===== src/design/go_to_point_heading_controller_unit_defines.svh =====
`ifndef GO_TO_POINT_HEADING_CONTROLLER_UNIT_DEFINES_SVH
`define GO_TO_POINT_HEADING_CONTROLLER_UNIT_DEFINES_SVH

// same-cycle implication, checked outside reset
`define GTPHC_ASSERT_NOW(name, clk, rst_n, ante, cons, msg) \
	name: assert property (@(posedge clk) disable iff (!rst_n) (ante) |-> (cons)) \
		else $error(msg);

// next-cycle implication, checked outside reset
`define GTPHC_ASSERT_NEXT(name, clk, rst_n, ante, cons, msg) \
	name: assert property (@(posedge clk) disable iff (!rst_n) (ante) |=> (cons)) \
		else $error(msg);

`endif


===== src/design/gtphc_pkg.sv =====
`timescale 1ns / 1ps

package gtphc_pkg;

	localparam int POS_W  = 32;
	localparam int DIFF_W = 33;
	// cordic datapath, room for gain of about 1.65 times sqrt(2) over a 33-bit vector
	localparam int XY_W   = 36;
	// q3.29 angle accumulator
	localparam int ANG_W  = 32;
	localparam int HDG_W  = 16;
	localparam int ERR_W  = 18;
	localparam int CMD_W  = 16;
	localparam int SPD_W  = 15;
	localparam int DTOL_W = 31;
	localparam int CFG_IDX_W = 3;
	localparam int CFG_DATA_W = 32;

	localparam logic signed [ANG_W-1:0] HALF_PI_Q29 = 32'sd843314856;
	localparam logic signed [ANG_W-1:0] ROUND_Q16   = 32'sd32768;
	localparam logic signed [ERR_W-1:0] PI_Q13      = 18'sd25736;
	localparam logic signed [ERR_W-1:0] NEG_PI_Q13  = -18'sd25736;
	localparam logic signed [ERR_W-1:0] TWO_PI_Q13  = 18'sd51472;

	localparam logic [1:0] ACT_START  = 2'd0;
	localparam logic [1:0] ACT_TICK   = 2'd1;
	localparam logic [1:0] ACT_CANCEL = 2'd2;

	localparam logic [1:0] MODE_IDLE  = 2'd0;
	localparam logic [1:0] MODE_TURN  = 2'd1;
	localparam logic [1:0] MODE_DRIVE = 2'd2;

	localparam logic [1:0] OUTCOME_NONE     = 2'd0;
	localparam logic [1:0] OUTCOME_REACHED  = 2'd1;
	localparam logic [1:0] OUTCOME_CANCELED = 2'd2;

	localparam logic [CFG_IDX_W-1:0] REG_GOAL_X    = 3'd0;
	localparam logic [CFG_IDX_W-1:0] REG_GOAL_Y    = 3'd1;
	localparam logic [CFG_IDX_W-1:0] REG_HDG_TOL   = 3'd2;
	localparam logic [CFG_IDX_W-1:0] REG_DIST_TOL  = 3'd3;
	localparam logic [CFG_IDX_W-1:0] REG_TURN_SPD  = 3'd4;
	localparam logic [CFG_IDX_W-1:0] REG_FWD_SPD   = 3'd5;

	typedef enum logic [1:0] {
		ST_IDLE,
		ST_RUN,
		ST_DONE
	} state_t;

	typedef struct packed {
		logic                    v;
		logic signed [XY_W-1:0]  x;
		logic signed [XY_W-1:0]  y;
		logic signed [ANG_W-1:0] z;
	} cordic_vec_t;

	// atan(2^-i) in q3.29
	function automatic logic signed [ANG_W-1:0] atan_q29(input logic [4:0] idx);
		case (idx)
			5'd0:  return 32'sd421657428;
			5'd1:  return 32'sd248918915;
			5'd2:  return 32'sd131521918;
			5'd3:  return 32'sd66762579;
			5'd4:  return 32'sd33510843;
			5'd5:  return 32'sd16771758;
			5'd6:  return 32'sd8387925;
			5'd7:  return 32'sd4194219;
			5'd8:  return 32'sd2097141;
			5'd9:  return 32'sd1048575;
			5'd10: return 32'sd524288;
			5'd11: return 32'sd262144;
			5'd12: return 32'sd131072;
			5'd13: return 32'sd65536;
			5'd14: return 32'sd32768;
			5'd15: return 32'sd16384;
			5'd16: return 32'sd8192;
			5'd17: return 32'sd4096;
			5'd18: return 32'sd2048;
			5'd19: return 32'sd1024;
			5'd20: return 32'sd512;
			5'd21: return 32'sd256;
			5'd22: return 32'sd128;
			5'd23: return 32'sd64;
			default: return '0;
		endcase
	endfunction

endpackage


===== src/design/gtphc_cordic_cell.sv =====
`timescale 1ns / 1ps

module gtphc_cordic_cell #(
	parameter int unsigned STEP = 0
) (
	input  logic                   clk,
	input  logic                   arst_n,
	input  gtphc_pkg::cordic_vec_t vec_in,
	output gtphc_pkg::cordic_vec_t vec_out
);

	localparam int XY_W  = gtphc_pkg::XY_W;
	localparam int ANG_W = gtphc_pkg::ANG_W;
	localparam logic signed [ANG_W-1:0] ATAN = gtphc_pkg::atan_q29(5'(STEP));

	logic signed [XY_W-1:0]  x_in, y_in, x_sh, y_sh, x_n, y_n;
	logic signed [ANG_W-1:0] z_in, z_n;
	logic                    y_pos;

	logic                    v_q;
	logic signed [XY_W-1:0]  x_q, y_q;
	logic signed [ANG_W-1:0] z_q;

	always_comb begin
		x_in  = $signed(vec_in.x);
		y_in  = $signed(vec_in.y);
		z_in  = $signed(vec_in.z);
		x_sh  = x_in >>> STEP;
		y_sh  = y_in >>> STEP;
		y_pos = (y_in > 0);
		// rotate toward the x axis
		if (y_pos) begin
			x_n = x_in + y_sh;
			y_n = y_in - x_sh;
			z_n = z_in + ATAN;
		end else begin
			x_n = x_in - y_sh;
			y_n = y_in + x_sh;
			z_n = z_in - ATAN;
		end
	end

	always_ff @(posedge clk or negedge arst_n) begin
		if (!arst_n) begin
			v_q <= 1'b0;
		end else begin
			v_q <= vec_in.v;
		end
	end

	always_ff @(posedge clk) begin
		x_q <= x_n;
		y_q <= y_n;
		z_q <= z_n;
	end

	always_comb begin
		vec_out.v = v_q;
		vec_out.x = x_q;
		vec_out.y = y_q;
		vec_out.z = z_q;
	end

endmodule


===== config.mk =====
export PLATFORM = sky130hd
export DESIGN_NAME = gtphc_cordic_cell
export DESIGN_NICKNAME = d
export VERILOG_FILES = /design/src/design/go_to_point_heading_controller_unit_defines.svh /design/src/design/gtphc_pkg.sv /design/src/design/gtphc_cordic_cell.sv
export SDC_FILE = /design/constraint.sdc
export NUM_CORES = 1
export LEC_CHECK = 0
export CAP_MARGIN = 0
export CORE_ASPECT_RATIO = 0.75
export CORE_UTILIZATION = 30
export CTS_BUF_LIST = sky130_fd_sc_hd__clkbuf_8
export DETAILED_ROUTE_END_ITERATION = 6
export DONT_BUFFER_PORTS = 1
export HOLD_SLACK_MARGIN = 0.06
export MAX_ROUTING_LAYER = met4
export PLACE_DENSITY = 0.52
export SLEW_MARGIN = 5
export SYNTH_ARGS = -nofsm -noshare
export SYNTH_HDL_FRONTEND = slang
export SYNTH_SLANG_ARGS = --single-unit

===== constraint.sdc =====
create_clock -name clk -period 1.3 [get_ports clk]
set_input_delay 0.195 -clock clk [delete_from_list [all_inputs] [get_ports clk]]
set_output_delay 0.195 -clock clk [all_outputs]
set_load 0.01 [all_outputs]

==> impl_metrics.toml, run 1 <==
[status]
status = "finished with violations"
violations = "negative setup slack"

[die]
coreArea_um2 = 33900
die_w_um = 217
std_cell_rows = 58
die_area_um2 = 35600
die_h_um = 164
initial_core_util = 0.308
io-pin-count = 212

[place]
port_buffers = 0
place_area_um2 = 14900
dp_hpwl_mm = 37.9
gp_congestion = 0.928
post-place-ws_ns = -2.19
dp.cells = 2222

[synth]
ys_warn_count = 0
syn-instance-count = 1383
synthArstFlopShare = 0.00962
syn_area_um2 = 10400
syn_avg_cell_area_um2 = 7.56
ys_top_cells_by_count = "159 x a21oi_1, 133 x ha_1, 119 x inv_1"
yosysSeqAreaShare = 0.200
syn-num-nets = 1627
synth.distinct_cells = 87
yosysTopAreaCellShare = 0.197
synth_ff_type = "dfxtp_1"
synth_top_area_cell = "dfxtp_1"
ys_ff_latch = 104
synth.most_common_cell = "a21oi_1"
synthTopCellsByArea = "dfxtp_1 20%, ha_1 16%, a21oi_1 7.6%"
synth_edf_count = 0

[layout]
drive_gt1_frac = 0.430
n_fill_cell = 3217
syn_to_final_growth_pct = 62.6
postLayoutCoreUtil = 0.501
antenna_cells = 0
nNetsFinal = 2089
finalInstanceArea_um2 = 17000
final_cells = 2300

[grt]
antenna_found_initial = 0
grt_use_total = 0.269
grt_pass1_vias = 11996
grt-ovfl-total = 0
grt_pass1_wl_mm = 70.5
grt_start_max_net_pins = 77

[critical_path]
critPathBufInv = 4
slowest_delay_ns = 0.46
cpLargestDelayFamily = "compound AO/OA/AOI/OAI gates"
arrival_ns = 3.32
critPathMaxFanout = 5
startpoint = "vec_in[38]"
crit_chain = "nor4_4 > buf_4 > and4_1 > a41o_4 > buf_12 > ha_4 > a211oi_4 > o21ai_2 > a2111oi_4 > nor4b_4 > buf_4 > a311oi_4 > buf_6 > o21bai_1 > a21oi_1 > xnor2_1"
worstSetupPathType = "in -> reg"
crit_end = "z_q[21]$_DFF_P_"
startpoint_type = "input port"
worst-path-stages = 16
required_ns = 1.70
crit_slowest_cell = "a2111oi_4"
crit_top_cell = "buf_4"
worst_setup_path_end_kind = "flop"

[pwr]
vdd.ir_drop.worst_mv = 0.711
powerDensity_nw_per_um2 = 855
leakagePower_nw = 7.47

[sta]
setup_viol = 98
min_period_over_period = 2.25
rsz0062_at_grt = "yes"
drv_slew = 0
setup_slack_ns = -1.62
worstMarginPinSlew_ns = 0.972
tns_ns = -76.67
max_freq_mhz = 342
min_period_ns = 2.92
hold_viol = 0
max_slew_margin = 0.352

[route]
dr.first_iter.drc_count = 884
routed_wl_mm = 47.1
first_pass_iters = 5
vias = 12106
drc = 0
detail-route-antenna-nets = 0
vias_per_cell = 5.26
avgRoutedWirePerCell_um = 20.5

[clocking]
ctsHoldBuffers = 15
htreeDepth = 3
cts.sinks = 104
cts_made_buffers = 9
cts_tree = "yes"
clockRootBuffer = "clkbuf_8"
path_clk_slew_ns = 0.12
clk_path_buf_depth = 2

[min_path]
min_path_type = "in -> reg"

[run]
drv_cap = 0
## cell type report
class / count / area, um^2 / area share
timing repair buffer: 510 / 4140 / 0.244
sequential: 104 / 2090 / 0.123
tap: 450 / 563 / 0.0331
multi-input combinational: 1093 / 9410 / 0.554
inverter: 127 / 581 / 0.0342
clock buffer: 9 / 124 / 0.00729
clock inverter: 7 / 86.3 / 0.00508
## report_power, final
part	switching (W)	internal, W	leakage, nW
Clock	0.00147	0.000769	0.104
Sequential	0.000717	0.00394	0.881
Combinational	0.00383	0.00380	6.49
Total	0.00601	0.00851	7.47
## state kept, by name, summed over array words and instances (netlist names)
signal / cells
v_q: 1
x_q: 35
y_q: 36
z_q: 32
## timing repair
action,in CTS,in global routing
gates resized for setup,188,90
pin swaps,68,47
hold endpoints to repair,24,4
buffers inserted,28,23
endpoints found under the setup margin,97,99
cloned,2,0
## per-stage QoR
stage               hold slack [ns]  power, W
global route                 0.0399    0.0153
detailed placement           -0.101    0.0112
finish                       0.0499    0.0145
floorplan                    -0.101   0.00831
CTS                          0.0108    0.0142
global placement             -0.101    0.0112
## worst min-delay path by stage
stage | startpoint | end | slack, ns | cells past startpoint
3_5_place_dp | arst_n | v_q$_DFF_PN0_ | -0.10 | 0
5_1_grt | vec_in[13] | z_q[14]$_DFF_P_ | 0.04 | 4
4_1_cts | vec_in[13] | z_q[14]$_DFF_P_ | 0.01 | 4
6_report | vec_in[13] | z_q[14]$_DFF_P_ | 0.05 | 4
3_3_place_gp | arst_n | v_q$_DFF_PN0_ | -0.10 | 0
2_1_floorplan | arst_n | v_q$_DFF_PN0_ | -0.10 | 0
## layout by cell type (no fill, tap or decap), drive strengths merged, types with 6 or more instances in the layout
cell type and instances:
and3 8, a31oi 15, dfxtp 103, nand4 20, o21ai 101, a311oi 6, ha 133, nand2b 9
o211ai 19, nor2b 27, nand2 82, clkinv 9, a211oi 16, nor4 19, o31ai 16, o41ai 6
or2 6, nor3 30, nand3b 6, and2 9, dlygate4sd3 15, o311ai 7, buf 495, o31a 8
mux2i 11, or3 12, nand3 30, o21bai 22, o21a 15, inv 124, xnor2 76, nor2 113
a21o 31, a21boi 7, o2111ai 9, a21oi 159, clkbuf 9, xor2 12
## cell families after synthesis
kind of cell             count (synthesis)  share of synthesized area
AO/OA/AOI/OAI                          475                      0.298
XOR/XNOR                                88                     0.0738
adder cells (fa/ha/maj)                137                      0.167
buffers and inverters                  186                     0.0701
flip-flops                             104                      0.200
multiplexers                            11                     0.0105
AND/OR/NAND/NOR                        382                      0.181
## metal layers
layer	vias up	part of all wire	routed length (um)	global-route usage
met5	-	0	0	-
li1	5875	-	-	-
met4	0	0.012	571	0.0519
met2	380	0.44	20800	0.405
met3	45	0.064	3020	0.0523
met1	5806	0.48	22700	0.371
## tightest hold or removal path: stages
cell     delay (ns)
ha_4           0.12
a21oi_4        0.04
o21ai_2        0.05
xor2_1         0.06
No activity file was read; power rests on OpenSTA's default activity.
==> run 2: changes to the inputs <==
--- a/config.mk
+++ b/config.mk
@@ -5,6 +5,7 @@
 export SDC_FILE = /design/constraint.sdc
 export NUM_CORES = 1
 export LEC_CHECK = 0
+export ABC_AREA = 1
 export CAP_MARGIN = 0
 export CORE_ASPECT_RATIO = 0.75
 export CORE_UTILIZATION = 30
==> run 2 against run 1 <==
  * The run still ends with negative setup slack left
  * Synthesized cell count increased by 38%
  * Area after synthesis increased by 11%
  * Worst setup slack better by 0.65 ns
  * Sequential share of layout area decreased by 1.1 points
  * Critical path depth rose by 1
  * Routed wire length increased by 18%
  * Die area is 11% higher
  * Clock power shrank 3%
  * Sequential power shrank 4%
  * Flip-flop and latch count stayed put
==> impl_metrics.toml, run 2 <==
[place]
port_buffers = 0
dp_hpwl_mm = 41.3
gp_congestion = 1.02
dp.cells = 2757

[die]
die_area_um2 = 39400
die_w_um = 229
std_cell_rows = 61
io-pin-count = 212
die_h_um = 172
coreArea_um2 = 37600
initial_core_util = 0.309

[critical_path]
startpoint = "vec_in[42]"
startpoint_type = "input port"
critPathMaxFanout = 7
slowest_delay_ns = 0.30
worstSetupPathType = "in -> reg"
crit_chain = "inv_2 > nand4_1 > nor2_4 > nand4_1 > buf_6 > nand2_8 > inv_8 > ha_4 > nand2_1 > nand2_1 > inv_1 > o21ai_2 > a21oi_4 > o21ai_2 > nand4_1 > nand3_1 > nand2_1"
arrival_ns = 2.66
crit_slowest_cell = "ha_4"
required_ns = 1.69
worst_setup_path_end_kind = "flop"

[grt]
grt_start_max_net_pins = 81
grt-ovfl-total = 0
grt_pass1_vias = 13185
grt_use_total = 0.253
grt_use_met1 = 0.349
antenna_found_initial = 2
use_met3 = 0.0458
grt_pass1_wl_mm = 73.8
met2_usage = 0.380
grt-busiest-layer = "met2"

[clocking]
cts_made_buffers = 9
clk_path_buf_depth = 2
cts_tree = "yes"
ctsHoldBuffers = 12
cts.sinks = 104
path_clk_slew_ns = 0.12
htreeDepth = 3
clockRootBuffer = "clkbuf_8"

[layout]
reg_top3 = "y_q x36, x_q x35, z_q x32"
mostFrequentLayoutCell = "nand2_1"
final_cells = 2846
drive_gt1_frac = 0.418
largest_register = "y_q"
mostFrequentLayoutCells = "429 x nand2_1, 400 x buf_4, 207 x inv_1"
largest_reg_flops = 36
syn_to_final_growth_pct = 60.9
nNetsFinal = 2579
n_fill_cell = 3748

[synth]
synthArstFlopShare = 0.00962
synth.distinct_cells = 41
ys_warn_count = 0
syn-instance-count = 1905
synthTopCellsByArea = "dfxtp_1 18%, nand2_1 17%, ha_1 14%"
yosysSeqAreaShare = 0.180
ys_ff_latch = 104
synth_ff_type = "dfxtp_1"
syn_avg_cell_area_um2 = 6.09
synth_top_area_cell = "dfxtp_1"
synth_edf_count = 0
syn-num-nets = 2149
syn_area_um2 = 11600
yosysTopAreaCellShare = 0.178
ys_top_cells_by_count = "531 x nand2_1, 248 x inv_1, 160 x nor2_1"
synth.most_common_cell = "nand2_1"

[sta]
min_period_ns = 2.27
setup_slack_ns = -0.969
worstMarginPinSlew_ns = 0.418
max_slew_margin = 0.719
hold_viol = 0
max_freq_mhz = 441
setup_viol = 99
rsz0062_at_grt = "yes"
drv_slew = 0
min_period_over_period = 1.75

[route]
detail-route-antenna-nets = 0
routed_wl_mm = 55.4
dr.first_iter.drc_count = 1382
first_pass_iters = 6
vias_per_cell = 5.02
avgRoutedWirePerCell_um = 19.5
drc = 0
vias = 14284

[pwr]
intPower_w = 0.00834
swShare = 0.448
vdd.ir_drop.worst_mv = 0.524
p_sw_w = 0.00676
powerDensity_nw_per_um2 = 810
pwr-share-comb = 0.561
seqPwrFrac = 0.295
p_total_w = 0.0151
p_clk_frac = 0.144
leakagePower_nw = 8.95

[min_path]
min_from = "vec_in[7]"
min_path_type = "in -> reg"

[status]
status = "finished with violations"
violations = "negative setup slack"

[run]
drv_cap = 0
## run 2: timing repair
action | 4_1_cts | 5_1_grt
resized for setup | 106 | 418
gates cloned | 0 | 22
setup endpoints to repair | 99 | 99
hold endpoints to repair | 19 | 11
pin swaps | 24 | 83
setup buffers | 8 | 29
## run 2: power by group through the flow
stage	logic [W]	clock network, W	registers (W)
finish	0.00848	0.00218	0.00445
global route	0.00909	0.00238	0.00450
CTS	0.00694	0.00229	0.00447
detailed placement	0.00659	0	0.00453
global placement	0.00656	0	0.00454
floorplan	0.00380	0	0.00437
## run 2: cell type report
cell class / count / area, um^2 / share of cell area
repair buffers: 464 / 4070 / 0.218
multi-input cells: 1488 / 10600 / 0.567
clock buffers: 9 / 124 / 0.00664
well taps: 504 / 631 / 0.0338
flip-flops and latches: 104 / 2090 / 0.112
clock inverters: 7 / 55.1 / 0.00295
diodes: 2 / 5.00 / 0.000268
inverters: 267 / 1100 / 0.0592
repair inverters: 1 / 11.3 / 0.000604
## run 2: metrics by stage
step / hold slack, ns / utilization / worst slack [ns] / setup TNS (ns) / area (um^2)
2_1_floorplan: -0.101 / - / -0.991 / -38.52 / 12200
3_3_place_gp: -0.101 / 0.412 / -1.81 / -131.70 / 15500
3_5_place_dp: -0.101 / 0.412 / -1.79 / -130.62 / 15500
4_1_cts: 0.00685 / 0.434 / -0.824 / -48.41 / 16300
5_1_grt: -0.0175 / 0.497 / -1.00 / -45.86 / 18700
6_report: 0.000632 / 0.497 / -0.969 / -44.88 / 18700
## run 2: critical path: cells and delay by family
kind	cells	cell delay, ns
AOI/OAI and AO/OA	3	0.47
adders and majority gates	1	0.30
buffers and inverters	4	0.40
and+or+nand+nor	9	1.26
## run 2: routing by layer
layer	vias to the layer above	routed length [um]
met1	6662	25700
met2	573	24000
met5	-	0
met4	0	1200
li1	6979	-
met3	70	4520
## run 2: cells by family (layout without fill, tap and decap cells)
family | after synthesis | after routing | share of synthesized area
buf+inv | 313 | 748 | 0.114
compound gates | 336 | 336 | 0.158
flops | 104 | 104 | 0.180
fa+ha+maj | 137 | 137 | 0.150
other cells | 0 | 2 | 0
mux | 3 | 3 | 0.00259
xor+xnor | 63 | 63 | 0.0476
simple gates | 949 | 949 | 0.348
## run 2: final timing paths
kind / endpoint / slack, ns / depth (start not counted)
worst min-delay path: z_q[7]$_DFF_P_ / 0.0006 / 2
worst max-delay path: z_q[29]$_DFF_P_ / -0.97 / 17
min in group asynchronous: v_q$_DFF_PN0_ / 0.44 / 2
max in group asynchronous: v_q$_DFF_PN0_ / 0.76 / 2
==> run 3: changes to the inputs <==
--- a/config.mk
+++ b/config.mk
@@ -9,7 +9,6 @@
 export CAP_MARGIN = 0
 export CORE_ASPECT_RATIO = 0.75
 export CORE_UTILIZATION = 30
-export CTS_BUF_LIST = sky130_fd_sc_hd__clkbuf_8
 export DETAILED_ROUTE_END_ITERATION = 6
 export DONT_BUFFER_PORTS = 1
 export HOLD_SLACK_MARGIN = 0.06
==> run 3 against run 2 <==
  * The flow still finishes with violations (negative setup slack)
  * Die area unchanged
  * Design area fell by 6.5%
  * Via count is 3.5% lower
  * First-iteration DRC count fell by 9.4%
  * Maximum frequency shrank 2.2%
  * Sequential power about the same
  * Total power shrank 1.3%
  * Worst hold slack improved by 0.097 ns
  * Critical path depth is 1 lower
  * Critical endpoint is now z_q[25]$_DFF_P_
  * Largest power group unchanged
  * Highest routed layer unchanged
==> impl_metrics.toml, run 3 (same netlist as run 2, synthesis figures left out) <==
[place]
gp_congestion = 1.02
dp.cells = 2757
dp_hpwl_mm = 41.3
port_buffers = 0

[critical_path]
crit_slowest_cell = "nor2_4"
slowest_delay_ns = 0.27
startpoint_type = "input port"
crit_top_cell = "nand4_1"
required_ns = 1.63
worst_setup_path_end_kind = "flop"
worstSetupPathType = "in -> reg"
critPathMaxFanout = 13
arrival_ns = 2.65
crit_chain = "inv_1 > nand4_1 > nor2_4 > nand4_1 > buf_6 > nand2_8 > buf_12 > buf_4 > ha_4 > nand2_1 > nor2_2 > inv_1 > nor3_2 > nand4_1 > nand3_1 > xor2_1"

[sta]
rsz0062_at_grt = "yes"
hold_slack_ns = 0.0981
worstMarginPinSlew_ns = 0.427
max_freq_mhz = 431
hold_viol = 0
drv_slew = 0
setup_slack_ns = -1.02
setup_viol = 99
min_period_over_period = 1.78
min_period_ns = 2.32
max_slew_margin = 0.712

[die]
die_w_um = 229
coreArea_um2 = 37600
die_h_um = 172
die_area_um2 = 39400
io-pin-count = 212
initial_core_util = 0.309
std_cell_rows = 61

[route]
detail-route-antenna-nets = 0
vias_per_cell = 4.91
vias = 13782
first_pass_iters = 6
drc = 0
routed_wl_mm = 50.7
dr.first_iter.drc_count = 1252
avgRoutedWirePerCell_um = 18.0

[status]
violations = "negative setup slack"
status = "finished with violations"

[pwr]
powerDensity_nw_per_um2 = 854
swShare = 0.428
pwr-share-comb = 0.511
intPower_w = 0.00852
leakagePower_nw = 8.54
seqPwrFrac = 0.298
vdd.ir_drop.worst_mv = 0.780
p_clk_frac = 0.191
p_sw_w = 0.00638

[clocking]
htreeDepth = 3
path_clk_slew_ns = 0.08
cts_made_buffers = 9
cts.sinks = 104
clk_path_buf_depth = 2
clockRootBuffer = "clkbuf_16"
cts_tree = "yes"

[layout]
drive_gt1_frac = 0.366
reg_top3 = "y_q x36, x_q x35, z_q x32"
syn_to_final_growth_pct = 50.5
mostFrequentLayoutCell = "nand2_1"
final_cells = 2808
largest_register = "y_q"
largest_reg_flops = 36
nNetsFinal = 2542
n_fill_cell = 3922
mostFrequentLayoutCells = "457 x nand2_1, 407 x buf_4, 218 x inv_1"

[grt]
grt_pass1_vias = 13267
grt-ovfl-total = 0
grt_pass1_wl_mm = 75.3
grt_use_total = 0.260
grt_start_max_net_pins = 59
antenna_found_initial = 1

[min_path]
min_path_type = "in -> reg"

[run]
drv_cap = 0
==> run 3: stage by stage <==
step | total power [W] | instance area [um^2] | setup WS, ns | utilization | TNS (ns)
2_1_floorplan | 0.00818 | 12200 | -0.991 | - | -38.52
3_3_place_gp | 0.0111 | 15500 | -1.81 | 0.412 | -131.70
3_5_place_dp | 0.0111 | 15500 | -1.79 | 0.412 | -130.62
4_1_cts | 0.0145 | 16600 | -0.913 | 0.441 | -40.67
5_1_grt | 0.0158 | 17400 | -1.09 | 0.465 | -53.28
6_report | 0.0149 | 17400 | -1.02 | 0.465 | -48.56
==> run 3: power groups by stage <==
stage | logic [W] | clock network [W] | registers, W
4_1_cts | 0.00703 | 0.00298 | 0.00447
3_3_place_gp | 0.00656 | 0 | 0.00454
3_5_place_dp | 0.00659 | 0 | 0.00453
6_report | 0.00761 | 0.00285 | 0.00445
5_1_grt | 0.00825 | 0.00307 | 0.00450
2_1_floorplan | 0.00380 | 0 | 0.00437
==> run 3: layout make-up <==
class / instances / area (um^2) / share of cell area
multi-input cells: 1488 / 9940 / 0.570
repair buffers: 428 / 3420 / 0.196
flip-flops and latches: 104 / 2090 / 0.120
inverters: 267 / 1090 / 0.0625
well taps: 504 / 631 / 0.0361
clock buffers: 10 / 229 / 0.0131
clock inverters: 6 / 51.3 / 0.00294
diodes: 1 / 2.50 / 0.000143
==> run 3: critical path: cells and delay by family <==
family,cells,cell delay (ns)
AND/OR/NAND/NOR,9,1.48
buffers and inverters,5,0.62
XOR/XNOR,1,0.19
adder cells (fa/ha/maj),1,0.14
==> run 3: what timing repair did <==
action	4_1_cts	5_1_grt
buffers inserted	7	15
pin swaps	22	50
resized for setup	131	201
gates cloned	4	0
hold buffers	8	0
endpoints found under the setup margin	99	99
hold endpoints to repair	7	0
==> run 3: path summary, 6_finish.rpt <==
| kind | from | to | slack (ns) | cells after the start |
|---|---|---|---|---|
| max | vec_in[42] | z_q[25]$_DFF_P_ | -1.02 | 16 |
| min | vec_in[33] | x_q[1]$_DFF_P_ | 0.1 | 2 |
| max in group asynchronous | arst_n | v_q$_DFF_PN0_ | 0.68 | 2 |
| min in group asynchronous | arst_n | v_q$_DFF_PN0_ | 0.52 | 2 |
==> run 3: metal layers <==
metal,global-route usage,vias up,wire [um]
met5,-,-,0
met4,0.0730,0,1210
met3,0.0519,47,3470
met2,0.386,445,21400
met1,0.355,6369,24600
li1,-,6921,-
